--- src/rtl/sstf_pkg.sv ---
`default_nettype none

package sstf_pkg;

    localparam int CYL_BITS  = 12;
    localparam int COST_BITS = 16;
    localparam logic [COST_BITS-1:0] COST_MAX = {COST_BITS{1'b1}};

    typedef struct packed {
        logic [CYL_BITS-1:0] request_cylinder;
        logic                batch_end;
    } t_in_item;

    typedef struct packed {
        logic [CYL_BITS-1:0]  served_cylinder;
        logic [CYL_BITS-1:0]  seek_distance;
        logic [COST_BITS-1:0] total_cost;
        logic                 last_service;
        logic                 overflow;
    } t_out_item;

    // Contents of one cell of the request row.
    typedef struct packed {
        logic [CYL_BITS-1:0] cyl;
        logic                valid;
        logic                served;
    } t_cell_data;

    // Per-cell control from the sequencer.
    typedef struct packed {
        logic clear;
        logic shift;
        logic mark;
    } t_cell_ctrl;

    typedef enum logic [1:0] {
        S_LOAD,
        S_SWEEP,
        S_EMIT
    } t_state;

endpackage

`default_nettype wire

--- src/rtl/sstf_cell.sv ---
`default_nettype none

module sstf_cell (
    input  wire                 i_clk,
    input  wire                 i_rst_n,
    input  sstf_pkg::t_cell_ctrl i_ctrl,
    input  sstf_pkg::t_cell_data i_prev,
    output sstf_pkg::t_cell_data o_data
);

    logic [sstf_pkg::CYL_BITS-1:0] r_cyl;
    logic                          r_valid;
    logic                          r_served;

    always_ff @(posedge i_clk) begin
        if (!i_rst_n) begin
            r_valid  <= 1'b0;
            r_served <= 1'b0;
        end else begin
            priority if (i_ctrl.clear) begin
                r_valid  <= 1'b0;
                r_served <= 1'b0;
            end else if (i_ctrl.shift) begin
                r_valid  <= i_prev.valid;
                r_served <= i_prev.served;
            end else if (i_ctrl.mark) begin
                r_served <= 1'b1;
            end
        end
    end

    always_ff @(posedge i_clk) begin
        if (i_ctrl.shift) begin
            r_cyl <= i_prev.cyl;
        end
    end

    assign o_data.cyl    = r_cyl;
    assign o_data.valid  = r_valid;
    assign o_data.served = r_served;

endmodule

`default_nettype wire

--- src/rtl/sstf_disk_scheduler_top.sv ---
// Requests load at one item per cycle into a row of MAX_REQUESTS cells.
// After the batch-end item, each service rotates the row once past a single distance
// comparator, then writes the result once the output register is free.
// A batch of n stored requests thus yields n results, one per service.
// Synchronous active-low reset empties the row, clears all counters and sets the
// start position to zero; the block is ready to load right after reset.
`default_nettype none

module sstf_disk_scheduler_top #(
    parameter int MAX_REQUESTS = 16
) (
    input  wire                             i_clk,
    input  wire                             i_rst_n,
    input  wire                             i_in_valid,
    output logic                            o_in_ready,
    input  sstf_pkg::t_in_item              i_in_item,
    output logic                            o_out_valid,
    input  wire                             i_out_ready,
    output sstf_pkg::t_out_item             o_out_item,
    input  wire                             i_cfg_we,
    input  wire [sstf_pkg::CYL_BITS-1:0]    i_cfg_wdata
);

    localparam int CW = $clog2(MAX_REQUESTS + 1);
    localparam int SW = $clog2(MAX_REQUESTS);
    localparam int CB = sstf_pkg::CYL_BITS;
    localparam int KB = sstf_pkg::COST_BITS;

    sstf_pkg::t_state     r_state, n_state;
    logic [CB-1:0]        r_start;
    logic [CB-1:0]        r_head, n_head;
    logic [CW-1:0]        r_count, n_count;
    logic [CW-1:0]        r_done, n_done;
    logic [KB-1:0]        r_cost, n_cost;
    logic                 r_dropped, n_dropped;
    logic [SW-1:0]        r_step, n_step;
    logic                 r_found, n_found;
    logic [CB-1:0]        r_best_d, n_best_d;
    logic [CB-1:0]        r_best_cyl, n_best_cyl;
    logic [SW-1:0]        r_best_pos, n_best_pos;
    logic                 r_out_valid, n_out_valid;
    sstf_pkg::t_out_item  r_out_item, n_out_item;

    sstf_pkg::t_cell_data w_cell [MAX_REQUESTS];
    sstf_pkg::t_cell_data w_feed;
    sstf_pkg::t_cell_data w_tail;

    logic          in_fire;
    logic          store_en;
    logic          sweep_en;
    logic          out_free;
    logic          emit_fire;
    logic          emit_last;
    logic [CW-1:0] done_inc;
    logic [CB-1:0] seek_dist;
    logic          cand;
    logic [KB:0]   cost_sum;

    assign w_tail    = w_cell[MAX_REQUESTS-1];
    assign in_fire   = i_in_valid && o_in_ready;
    assign store_en  = in_fire && (r_count < CW'(MAX_REQUESTS));
    assign sweep_en  = (r_state == sstf_pkg::S_SWEEP);
    assign out_free  = !r_out_valid || i_out_ready;
    assign emit_fire = (r_state == sstf_pkg::S_EMIT) && out_free;
    assign done_inc  = r_done + CW'(1);
    assign emit_last = (done_inc == r_count);

    // The row is fed from the input while loading and from its own tail while sweeping,
    // so a full rotation presents entries at the tail oldest first.
    always_comb begin
        if (r_state == sstf_pkg::S_LOAD) begin
            w_feed.cyl    = i_in_item.request_cylinder;
            w_feed.valid  = 1'b1;
            w_feed.served = 1'b0;
        end else begin
            w_feed = w_tail;
        end
    end

    for (genvar i = 0; i < MAX_REQUESTS; i++) begin : g_cell
        sstf_pkg::t_cell_ctrl c_ctrl;
        always_comb begin
            c_ctrl.clear = emit_fire && emit_last;
            c_ctrl.shift = store_en || sweep_en;
            c_ctrl.mark  = emit_fire && (r_best_pos == SW'(MAX_REQUESTS - 1 - i));
        end
        sstf_cell u_cell (
            .i_clk  (i_clk),
            .i_rst_n(i_rst_n),
            .i_ctrl (c_ctrl),
            .i_prev ((i == 0) ? w_feed : w_cell[(i == 0) ? 0 : i - 1]),
            .o_data (w_cell[i])
        );
    end

    assign seek_dist = (w_tail.cyl > r_head) ? (w_tail.cyl - r_head) : (r_head - w_tail.cyl);
    assign cand      = w_tail.valid && !w_tail.served;
    assign cost_sum  = {1'b0, r_cost} + (KB + 1)'(r_best_d);

    always_ff @(posedge i_clk) begin
        if (!i_rst_n) begin
            r_state <= sstf_pkg::S_LOAD;
        end else begin
            r_state <= n_state;
        end
    end

    always_comb begin
        n_state     = r_state;
        n_head      = r_head;
        n_count     = r_count;
        n_done      = r_done;
        n_cost      = r_cost;
        n_dropped   = r_dropped;
        n_step      = r_step;
        n_found     = r_found;
        n_best_d    = r_best_d;
        n_best_cyl  = r_best_cyl;
        n_best_pos  = r_best_pos;
        n_out_valid = r_out_valid && !i_out_ready;
        n_out_item  = r_out_item;
        o_in_ready  = 1'b0;

        unique case (r_state)
            sstf_pkg::S_LOAD: begin
                o_in_ready = 1'b1;
                if (in_fire) begin
                    if (store_en) begin
                        n_count = r_count + CW'(1);
                    end else begin
                        n_dropped = 1'b1;
                    end
                    if (i_in_item.batch_end) begin
                        n_head  = r_start;
                        n_cost  = '0;
                        n_done  = '0;
                        n_step  = '0;
                        n_found = 1'b0;
                        n_state = sstf_pkg::S_SWEEP;
                    end
                end
            end
            sstf_pkg::S_SWEEP: begin
                // Strict less-than keeps the earliest loaded request on a tie.
                if (cand && (!r_found || seek_dist < r_best_d)) begin
                    n_found    = 1'b1;
                    n_best_d   = seek_dist;
                    n_best_cyl = w_tail.cyl;
                    n_best_pos = r_step;
                end
                n_step = r_step + SW'(1);
                if (r_step == SW'(MAX_REQUESTS - 1)) begin
                    n_state = sstf_pkg::S_EMIT;
                end
            end
            sstf_pkg::S_EMIT: begin
                if (emit_fire) begin
                    n_cost = cost_sum[KB] ? sstf_pkg::COST_MAX : cost_sum[KB-1:0];
                    n_out_valid                = 1'b1;
                    n_out_item.served_cylinder = r_best_cyl;
                    n_out_item.seek_distance   = r_best_d;
                    n_out_item.total_cost      = n_cost;
                    n_out_item.last_service    = emit_last;
                    n_out_item.overflow        = r_dropped;
                    n_head  = r_best_cyl;
                    n_done  = done_inc;
                    n_step  = '0;
                    n_found = 1'b0;
                    if (emit_last) begin
                        n_count   = '0;
                        n_done    = '0;
                        n_cost    = '0;
                        n_dropped = 1'b0;
                        n_state   = sstf_pkg::S_LOAD;
                    end else begin
                        n_state = sstf_pkg::S_SWEEP;
                    end
                end
            end
            default: begin
                n_state = sstf_pkg::S_LOAD;
            end
        endcase
    end

    always_ff @(posedge i_clk) begin
        if (!i_rst_n) begin
            r_start     <= '0;
            r_head      <= '0;
            r_count     <= '0;
            r_done      <= '0;
            r_cost      <= '0;
            r_dropped   <= 1'b0;
            r_step      <= '0;
            r_found     <= 1'b0;
            r_out_valid <= 1'b0;
        end else begin
            if (i_cfg_we) begin
                r_start <= i_cfg_wdata;
            end
            r_head      <= n_head;
            r_count     <= n_count;
            r_done      <= n_done;
            r_cost      <= n_cost;
            r_dropped   <= n_dropped;
            r_step      <= n_step;
            r_found     <= n_found;
            r_out_valid <= n_out_valid;
        end
    end

    always_ff @(posedge i_clk) begin
        r_best_d   <= n_best_d;
        r_best_cyl <= n_best_cyl;
        r_best_pos <= n_best_pos;
        r_out_item <= n_out_item;
    end

    assign o_out_valid = r_out_valid;
    assign o_out_item  = r_out_item;

    // A completed sweep always finds an unserved request.
    a_found_on_emit: assert property (@(posedge i_clk) disable iff (!i_rst_n)
        (r_state == sstf_pkg::S_EMIT) |-> r_found)
        else $error("sweep ended without a candidate");

    // Services never outnumber stored requests.
    a_done_bound: assert property (@(posedge i_clk) disable iff (!i_rst_n)
        (r_done < r_count) || (r_count == '0))
        else $error("service count out of range");

    // The final service empties the row and the counters.
    a_last_clears: assert property (@(posedge i_clk) disable iff (!i_rst_n)
        (emit_fire && emit_last) |=> (r_count == '0) && !r_dropped && !w_tail.valid)
        else $error("batch state not cleared after final service");

    // A batch-end item stops loading until its services are done.
    a_batch_start: assert property (@(posedge i_clk) disable iff (!i_rst_n)
        (in_fire && i_in_item.batch_end) |=> !o_in_ready && (r_count != '0))
        else $error("batch did not start scheduling");

endmodule

`default_nettype wire
--- config.mk ---
export PLATFORM = sky130hd
export DESIGN_NAME = sstf_disk_scheduler_top
export DESIGN_NICKNAME = d
export VERILOG_FILES = /design/src/rtl/sstf_pkg.sv /design/src/rtl/sstf_cell.sv /design/src/rtl/sstf_disk_scheduler_top.sv
export SDC_FILE = /design/constraint.sdc
export NUM_CORES = 1
export LEC_CHECK = 0
export ABC_AREA = 1
export BUFFER_PORTS_ARGS = -buffer_cell sky130_fd_sc_hd__buf_4
export CORE_ASPECT_RATIO = 1.5
export CORE_MARGIN = 2
export CORE_UTILIZATION = 40
export DETAILED_ROUTE_END_ITERATION = 10
export HOLD_SLACK_MARGIN = 0.03
export PLACE_DENSITY = 0.61
export SETUP_SLACK_MARGIN = 0.02
export SYNTH_ARGS = -nofsm -noshare
export SYNTH_HDL_FRONTEND = slang
export SYNTH_SLANG_ARGS = --single-unit
export TNS_END_PERCENT = 1
--- constraint.sdc ---
create_clock -name i_clk -period 8.1 [get_ports i_clk]
set_clock_uncertainty 0.05 [all_clocks]
set_input_delay 0.405 -clock i_clk [delete_from_list [all_inputs] [get_ports i_clk]]
set_output_delay 0.405 -clock i_clk [all_outputs]
set_load 0.01 [all_outputs]
==> summary.txt, run 1 <==
status -> finished, final reports clean
final setup fails -> 0
global-route wire length before repair -> 46500 um
number of vias per cell -> 4.85
worst-margin pin slew -> 1160 ps
WHS -> 48.6 ps
core area -> 0.0357 sq mm
layout cell share with drive strength beyond 1 -> 12.8%
Die Area -> 0.0376 sq mm
Pint -> 3.24 mW
Hold Buf Count CTS -> 0
Final Net Count -> 1435
Clock Sinks -> 353
WS Path Type -> register to register
Post-Syn Nets -> 1354
CTS root buf -> clkbuf_16
Skew-Pair Late Insertion Delay -> 530 ps
PnR worst setup slack -> 3470 ps
Comb power frac -> 9.9%
Placement Rows -> 85
final wirelength -> 29200 um
vias in the first global route -> 9037
RSZ-0062 raised after global routing -> no
DR pass1 iterations -> 5
Power Density -> 256 mW/mm^2
Fmax -> 216 MHz
Placed Area -> 0.0154 sq mm
H-tree lvl count -> 2
mean post-synth cell area -> 11.3 sq um
Synth Register Bits -> 353
sequential-to-total area share from yosys stat -> 67.3%
crit-path max FO -> 28
DRT iter0 DRCs -> 515
async set-reset flop share out of synthesis -> 0%
Initial Util -> 40.3%
CTS Buffer Depth -> 3
routed length per placed instance -> 15.7 um
Worst Path Required -> 8190 ps
fin area -> 0.0166 sq mm
GRT overflow -> 0
Die Y -> 236 um
Post-CTS Setup Bufs -> 0
Residual DRC -> 0
Post-Route Utilization -> 46.5%
Slew HR -> 22.9%
DP Worst Slack -> 3440 ps
largest net degree at the start of global routing -> 206
number of flops mapped to enable cells by yosys -> 262
Syn. warnings -> 0
min-delay worst type -> primary input to register
Die Width -> 159 um
Routed Antenna Nets -> 0
Final GP Congestion -> 0.894
crit end category -> register
Final Cycle Share -> 57.1%
Resized Gates After CTS -> 0
Arrival @ worst endpoint -> 4710 ps
Psw -> 1.02 mW
via count of the routed design -> 9008
Pwr Total -> 4.26 mW
GRT Total Usage -> 15.5%
cts bufs inserted -> 35
MaxCap Viol Count -> 0
clk slew on worst S/H paths -> 60 ps
leak pwr -> 6.54 nW
total negative slack -> 0 ps
Netlist cell types -> 43
Clk pwr share -> 39.0%
fin crit period -> 4630 ps
Post-Syn Instances -> 1272
final hold vios -> 0
IO Port Bufs -> 73
# diodes -> 0
Synth Flop Type -> edfxtp_1
IR drop worst, VDD -> 0.211 mV
Placed Cells incl. Taps -> 1794
synthesized area -> 0.0144 sq mm
Seq pwr share -> 51.1%
initial antenna violation count -> 0
final slew viol count -> 0
sw frac -> 23.9%
Ports -> 74
area grow syn2layout -> 15.4%
Startpoint Class -> register
DPL Wire Length -> 19800 um
CTS tree -> yes
Cell Count, Final, Fillers Out -> 1858
## logic make-up (layout without fill, tap and decap cells)
kind of cell	after synthesis	after routing	synth area share, %
and+or+nand+nor	487	487	14.6
DFF	353	353	67.3
AOI/OAI and AO/OA	178	178	6.82
buffers and inverters	176	284	5.04
adders and majority gates	52	52	4.68
xor gates and xnor gates	25	25	1.52
muxes	1	1	0.0782
## worst max-delay path, cell delays in order (launching register included)
cell	delay (ps)
edfxtp_1	420
inv_1	100
ha_1	210
inv_1	110
fa_1	450
nand2_1	90
nand2_1	110
a21oi_1	230
o21ai_1	90
nand2_1	360
inv_2	180
nand2_1	90
nand2_1	50
inv_1	80
ha_1	240
a21oi_1	140
o21ai_0	130
nand4_1	90
o2111ai_1	170
a21oi_4	850
## state kept, by name, indices dropped and copies added (netlist names), 12 cells and up
signal,count
r_head,12
r_start,12
g_cell.u_cell.r_served,16
g_cell.u_cell.r_valid,16
g_cell.u_cell.r_cyl,192
r_cost,16
o_out_item,42
r_best_cyl,12
r_best_d,12
## cell usage after synthesis (all sizes together) (3+ instances only)
| cell type | n | area, sq um |
|---|---|---|
| nand2 | 268 | 1060 |
| edfxtp | 262 | 7870 |
| inv | 141 | 532 |
| nor2 | 96 | 384 |
| a21oi | 94 | 508 |
| dfxtp | 91 | 1820 |
| nand3 | 65 | 330 |
| o21ai | 60 | 312 |
| ha | 49 | 613 |
| nor3 | 34 | 170 |
| xor2 | 22 | 193 |
| clkbuf | 17 | 63.8 |
| buf | 16 | 123 |
| a31oi | 15 | 93.8 |
| nand4 | 12 | 75.1 |
| or2 | 5 | 31.3 |
| and2 | 3 | 18.8 |
| fa | 3 | 60.1 |
| o21bai | 3 | 22.5 |
| xnor2 | 3 | 26.3 |
## cell type report
class,count,area (sq um)
clock buffers,50,1060
fillers,3315,19100
repair buffers,77,591
well taps,478,598
clock inverters,14,144
flip-flops and latches,353,9690
inverters,143,539
multi-input cells,743,4010
## worst paths after layout
check                                                start                         end  slack, ps  cells past startpoint
worst max-delay path            g_cell[15].u_cell.r_cyl[0]                 r_best_d[3]       3470                     19
worst max register to register  g_cell[15].u_cell.r_cyl[0]                 r_best_d[3]       3470                     19
worst min register to register  g_cell[7].u_cell.r_cyl[11]  g_cell[8].u_cell.r_cyl[11]        360                      0
worst min-delay path                       i_cfg_wdata[10]                 r_start[10]         50                      3
## placed cells by master, fill, tap and decap left out, types with 3 or more instances in the layout
| master | n |
|---|---|
| nor2_1 | 93 |
| nand3_1 | 64 |
| xnor2_1 | 3 |
| edfxtp_1 | 262 |
| o21bai_1 | 3 |
| xor2_1 | 22 |
| inv_6 | 3 |
| nand2_4 | 4 |
| fa_1 | 3 |
| clkinv_2 | 3 |
| nand2_2 | 13 |
| clkbuf_8 | 6 |
| ha_1 | 49 |
| o21ai_1 | 7 |
| clkinv_1 | 5 |
| a21oi_2 | 10 |
| nand4_1 | 12 |
| nand2_1 | 251 |
| a21oi_1 | 83 |
| clkbuf_1 | 6 |
| a31oi_1 | 15 |
| and2_1 | 3 |
| clkbuf_16 | 38 |
| or2_2 | 5 |
| nor3_1 | 34 |
| buf_4 | 76 |
| inv_2 | 4 |
| inv_1 | 136 |
| dfxtp_1 | 91 |
| o21ai_0 | 52 |
## routing by layer
| layer | part of all wire, % | track usage (%) |
|---|---|---|
| met2 | 50 | 27.5 |
| met5 | 0 | 0 |
| met4 | 3.4 | 6.56 |
| met1 | 43 | 18.8 |
| met3 | 3.8 | 2.46 |
## power groups by stage
stage / registers (mW) / logic [mW] / clock network, mW
2_1_floorplan: 2.20 / 0.307 / 0
3_3_place_gp: 2.21 / 0.417 / 0
3_5_place_dp: 2.22 / 0.423 / 0
4_1_cts: 2.18 / 0.424 / 1.71
5_1_grt: 2.19 / 0.478 / 1.77
6_report: 2.18 / 0.420 / 1.66
(Power assumes the default switching activity.)
==> inputs of run 2 (changes only) <==
clock period = 4.48 ns   (was 8.1 ns; I/O delays follow)
==> run 2 against run 1 <==
Sequential power grew 80%. Cell area grew 1.7%. Wire length down 0.91%. Worst hold slack got worse by 4.3 ps. Global-route usage barely moved. Worst setup slack got worse by 3000 ps. Critical path depth rose by 1. Sequential cell count unchanged. Via count increased by 1.2%. Critical path type unchanged. Highest routed layer unchanged.
==> summary.txt, run 2 (same netlist as run 1, synthesis figures left out) <==
final slew viol count -> 0 (unchanged)
Final GP Congestion -> 0.896 (+0.27%)
crit-path max FO -> 16 (-43%)
via count of the routed design -> 9120 (+1.2%)
final wirelength -> 29000 um (-0.91%)
area grow syn2layout -> 17.4%
Top reg by flops -> g_cell.u_cell.r_cyl
vias in the first global route -> 9183 (+1.6%)
clk slew on worst S/H paths -> 60 ps (about the same)
Clk pwr share -> 36.8% (-2.2 points)
status -> finished, final reports clean
Comb power frac -> 10.5% (+0.6 points)
Placement Rows -> 85 (unchanged)
Placed Area -> 0.0155 sq mm (+0.42%)
crit end category -> register
MaxCap Viol Count -> 0 (unchanged)
Residual DRC -> 0 (unchanged)
CTS Buffer Depth -> 3 (unchanged)
Final Net Count -> 1476 (+2.9%)
CP dominant cell by count -> nand2_1
worst-margin pin slew -> 998 ps (-159 ps)
most frequent cells in the layout -> edfxtp_1, nand2_1, inv_1
# diodes -> 0 (unchanged)
sw frac -> 24.1% (+0.24 points)
initial antenna violation count -> 0 (unchanged)
routed length per placed instance -> 15.3 um (-2.9%)
Die Y -> 236 um (unchanged)
number of vias per cell -> 4.81 (-0.84%)
Seq pwr share -> 52.7% (+1.6 points)
Slew HR -> 33.1% (+10 points)
crit path buf inv count -> 5 (+1)
GRT overflow -> 0 (unchanged)
fin area -> 0.0169 sq mm (+1.7%)
Final Cycle Share -> 89.6% (+32 points)
DR pass1 iterations -> 5 (unchanged)
WS Path Type -> register to register
max reg flops -> 192 (unchanged)
DRT iter0 DRCs -> 532 (+3.3%)
cts bufs inserted -> 34 (-2.9%)
Clock Sinks -> 353 (unchanged)
Skew-Pair Late Insertion Delay -> 520 ps (about the same)
fin crit period -> 4010 ps (-616 ps)
worst stage delay on the critical path -> 440 ps (-410 ps)
Post-CTS Setup Bufs -> 0 (unchanged)
Power Density -> 442 mW/mm^2 (+72%)
Ports -> 74 (unchanged)
commonest non-fill, non-tap cell in the layout -> edfxtp_1
GRT Total Usage -> 15.5% (-0.043 points)
core area -> 0.0357 sq mm (unchanged)
layout cell share with drive strength beyond 1 -> 12.3% (-0.49 points)
Pint -> 5.66 mW (+75%)
global-route wire length before repair -> 46800 um (+0.54%)
crit-path cells -> inv_1 -> ha_1 -> inv_1 -> fa_1 -> nand2_1 -> nand2_1 -> a21oi_1 -> o21ai_1 -> nand2_1 -> inv_2 -> nand2_1 -> nand2_1 -> inv_1 -> ha_1 -> a21oi_1 -> o21ai_0 -> nand2_1 -> o2111ai_1 -> a21oi_4 -> buf_4
min-delay worst type -> primary input to register
H-tree lvl count -> 2 (unchanged)
final setup fails -> 0 (unchanged)
RSZ-0062 raised after global routing -> no
CTS tree -> yes
fillers -> 3294 (-0.63%)
DPL Wire Length -> 19500 um (-1.4%)
final hold vios -> 0 (unchanged)
largest net degree at the start of global routing -> 79 (-62%)
Routed Antenna Nets -> 0 (unchanged)
Initial Util -> 40.3% (unchanged)
Psw -> 1.80 mW (+77%)
Arrival @ worst endpoint -> 4170 ps (-540 ps)
Slowest cell on crit path -> fa_1
IO Port Bufs -> 73 (unchanged)
IR drop worst, VDD -> 0.365 mV (+73%)
Top Family by Delay on Critical Path -> compound AO/OA/AOI/OAI gates
leak pwr -> 6.67 nW (+2.0%)
Fmax -> 249 MHz (+15%)
Die Width -> 159 um (unchanged)
Worst Path Required -> 4640 ps (-3550 ps)
Startpoint Class -> register
total negative slack -> 0 ps (unchanged)
Die Area -> 0.0376 sq mm (unchanged)
CTS root buf -> clkbuf_16
==> run 2: cell count changes in the layout (fill, tap and decap cells not counted), sizes merged <==
cell,change
clkinvlp,-1
bufinv,-2
buf,+7
clkbuf,+3
clkinv,-1
inv,-2
dlygate4sd3,+35
==> run 2: metal layers <==
metal	vias to the layer above	global-route usage, %	part of all wire (%)
met3	58	2.53	3.6
met2	160	27.8	50
met5	-	0	0
li1	4578	-	-
met4	0	5.56	2.8
met1	4324	18.8	44
==> run 2: path summary, 6_finish.rpt <==
kind | start | to | slack [ps] | cells after the start
worst max-delay path | g_cell[15].u_cell.r_cyl[0] | r_best_d[7] | 470 | 20
worst min-delay path | i_cfg_we | r_start[1] | 40 | 3
worst max register to register | g_cell[15].u_cell.r_cyl[0] | r_best_d[7] | 470 | 20
worst min register to register | g_cell[7].u_cell.r_cyl[8] | g_cell[8].u_cell.r_cyl[8] | 360 | 0
==> run 2: area by class of cell <==
class                   count  area [sq um]  area share, %
multi-input cells         743          4010           23.7
well taps                 478           598           3.54
repair buffers            119          1010           5.95
inverters                 143           539           3.19
clock inverters             8          55.1          0.326
clock buffers              53          1000           5.95
flip-flops and latches    353          9690           57.3
==> run 2: what timing repair did <==
| item | 4_1_cts | 5_1_grt |
|---|---|---|
| gates resized for setup | 0 | 0 |
| hold buffers | 35 | 0 |
| setup endpoints to repair | 0 | 0 |
| hold endpoints to repair | 24 | 0 |
==> run 2: power groups by stage <==
stage	clock (mW)	sequential, mW	combinational (mW)
detailed placement	0	4.00	0.764
finish	2.75	3.93	0.787
floorplan	0	3.98	0.555
global placement	0	3.99	0.754
CTS	2.84	3.94	0.793
global route	2.95	3.96	0.898
==> run 2: worst min-delay path, stage by stage <==
cell and delay [ps]:
buf_4 160, o21ai_0 110, nor2_1 80
==> run 2: through the flow <==
stage / std cells / power, mW / setup slack [ps] / hold slack (ps) / utilization, %
3_5_place_dp: 1801 / 4.76 / 427 / 355 / 43.3
2_1_floorplan: 1272 / 4.53 / 530 / 309 / -
3_3_place_gp: 1801 / 4.75 / 552 / 352 / 43.3
6_report: 1897 / 7.47 / 468 / 44.3 / 47.3
4_1_cts: 1897 / 7.57 / 410 / 33.6 / 47.3
5_1_grt: 1897 / 7.80 / 79.1 / 82.7 / 47.3
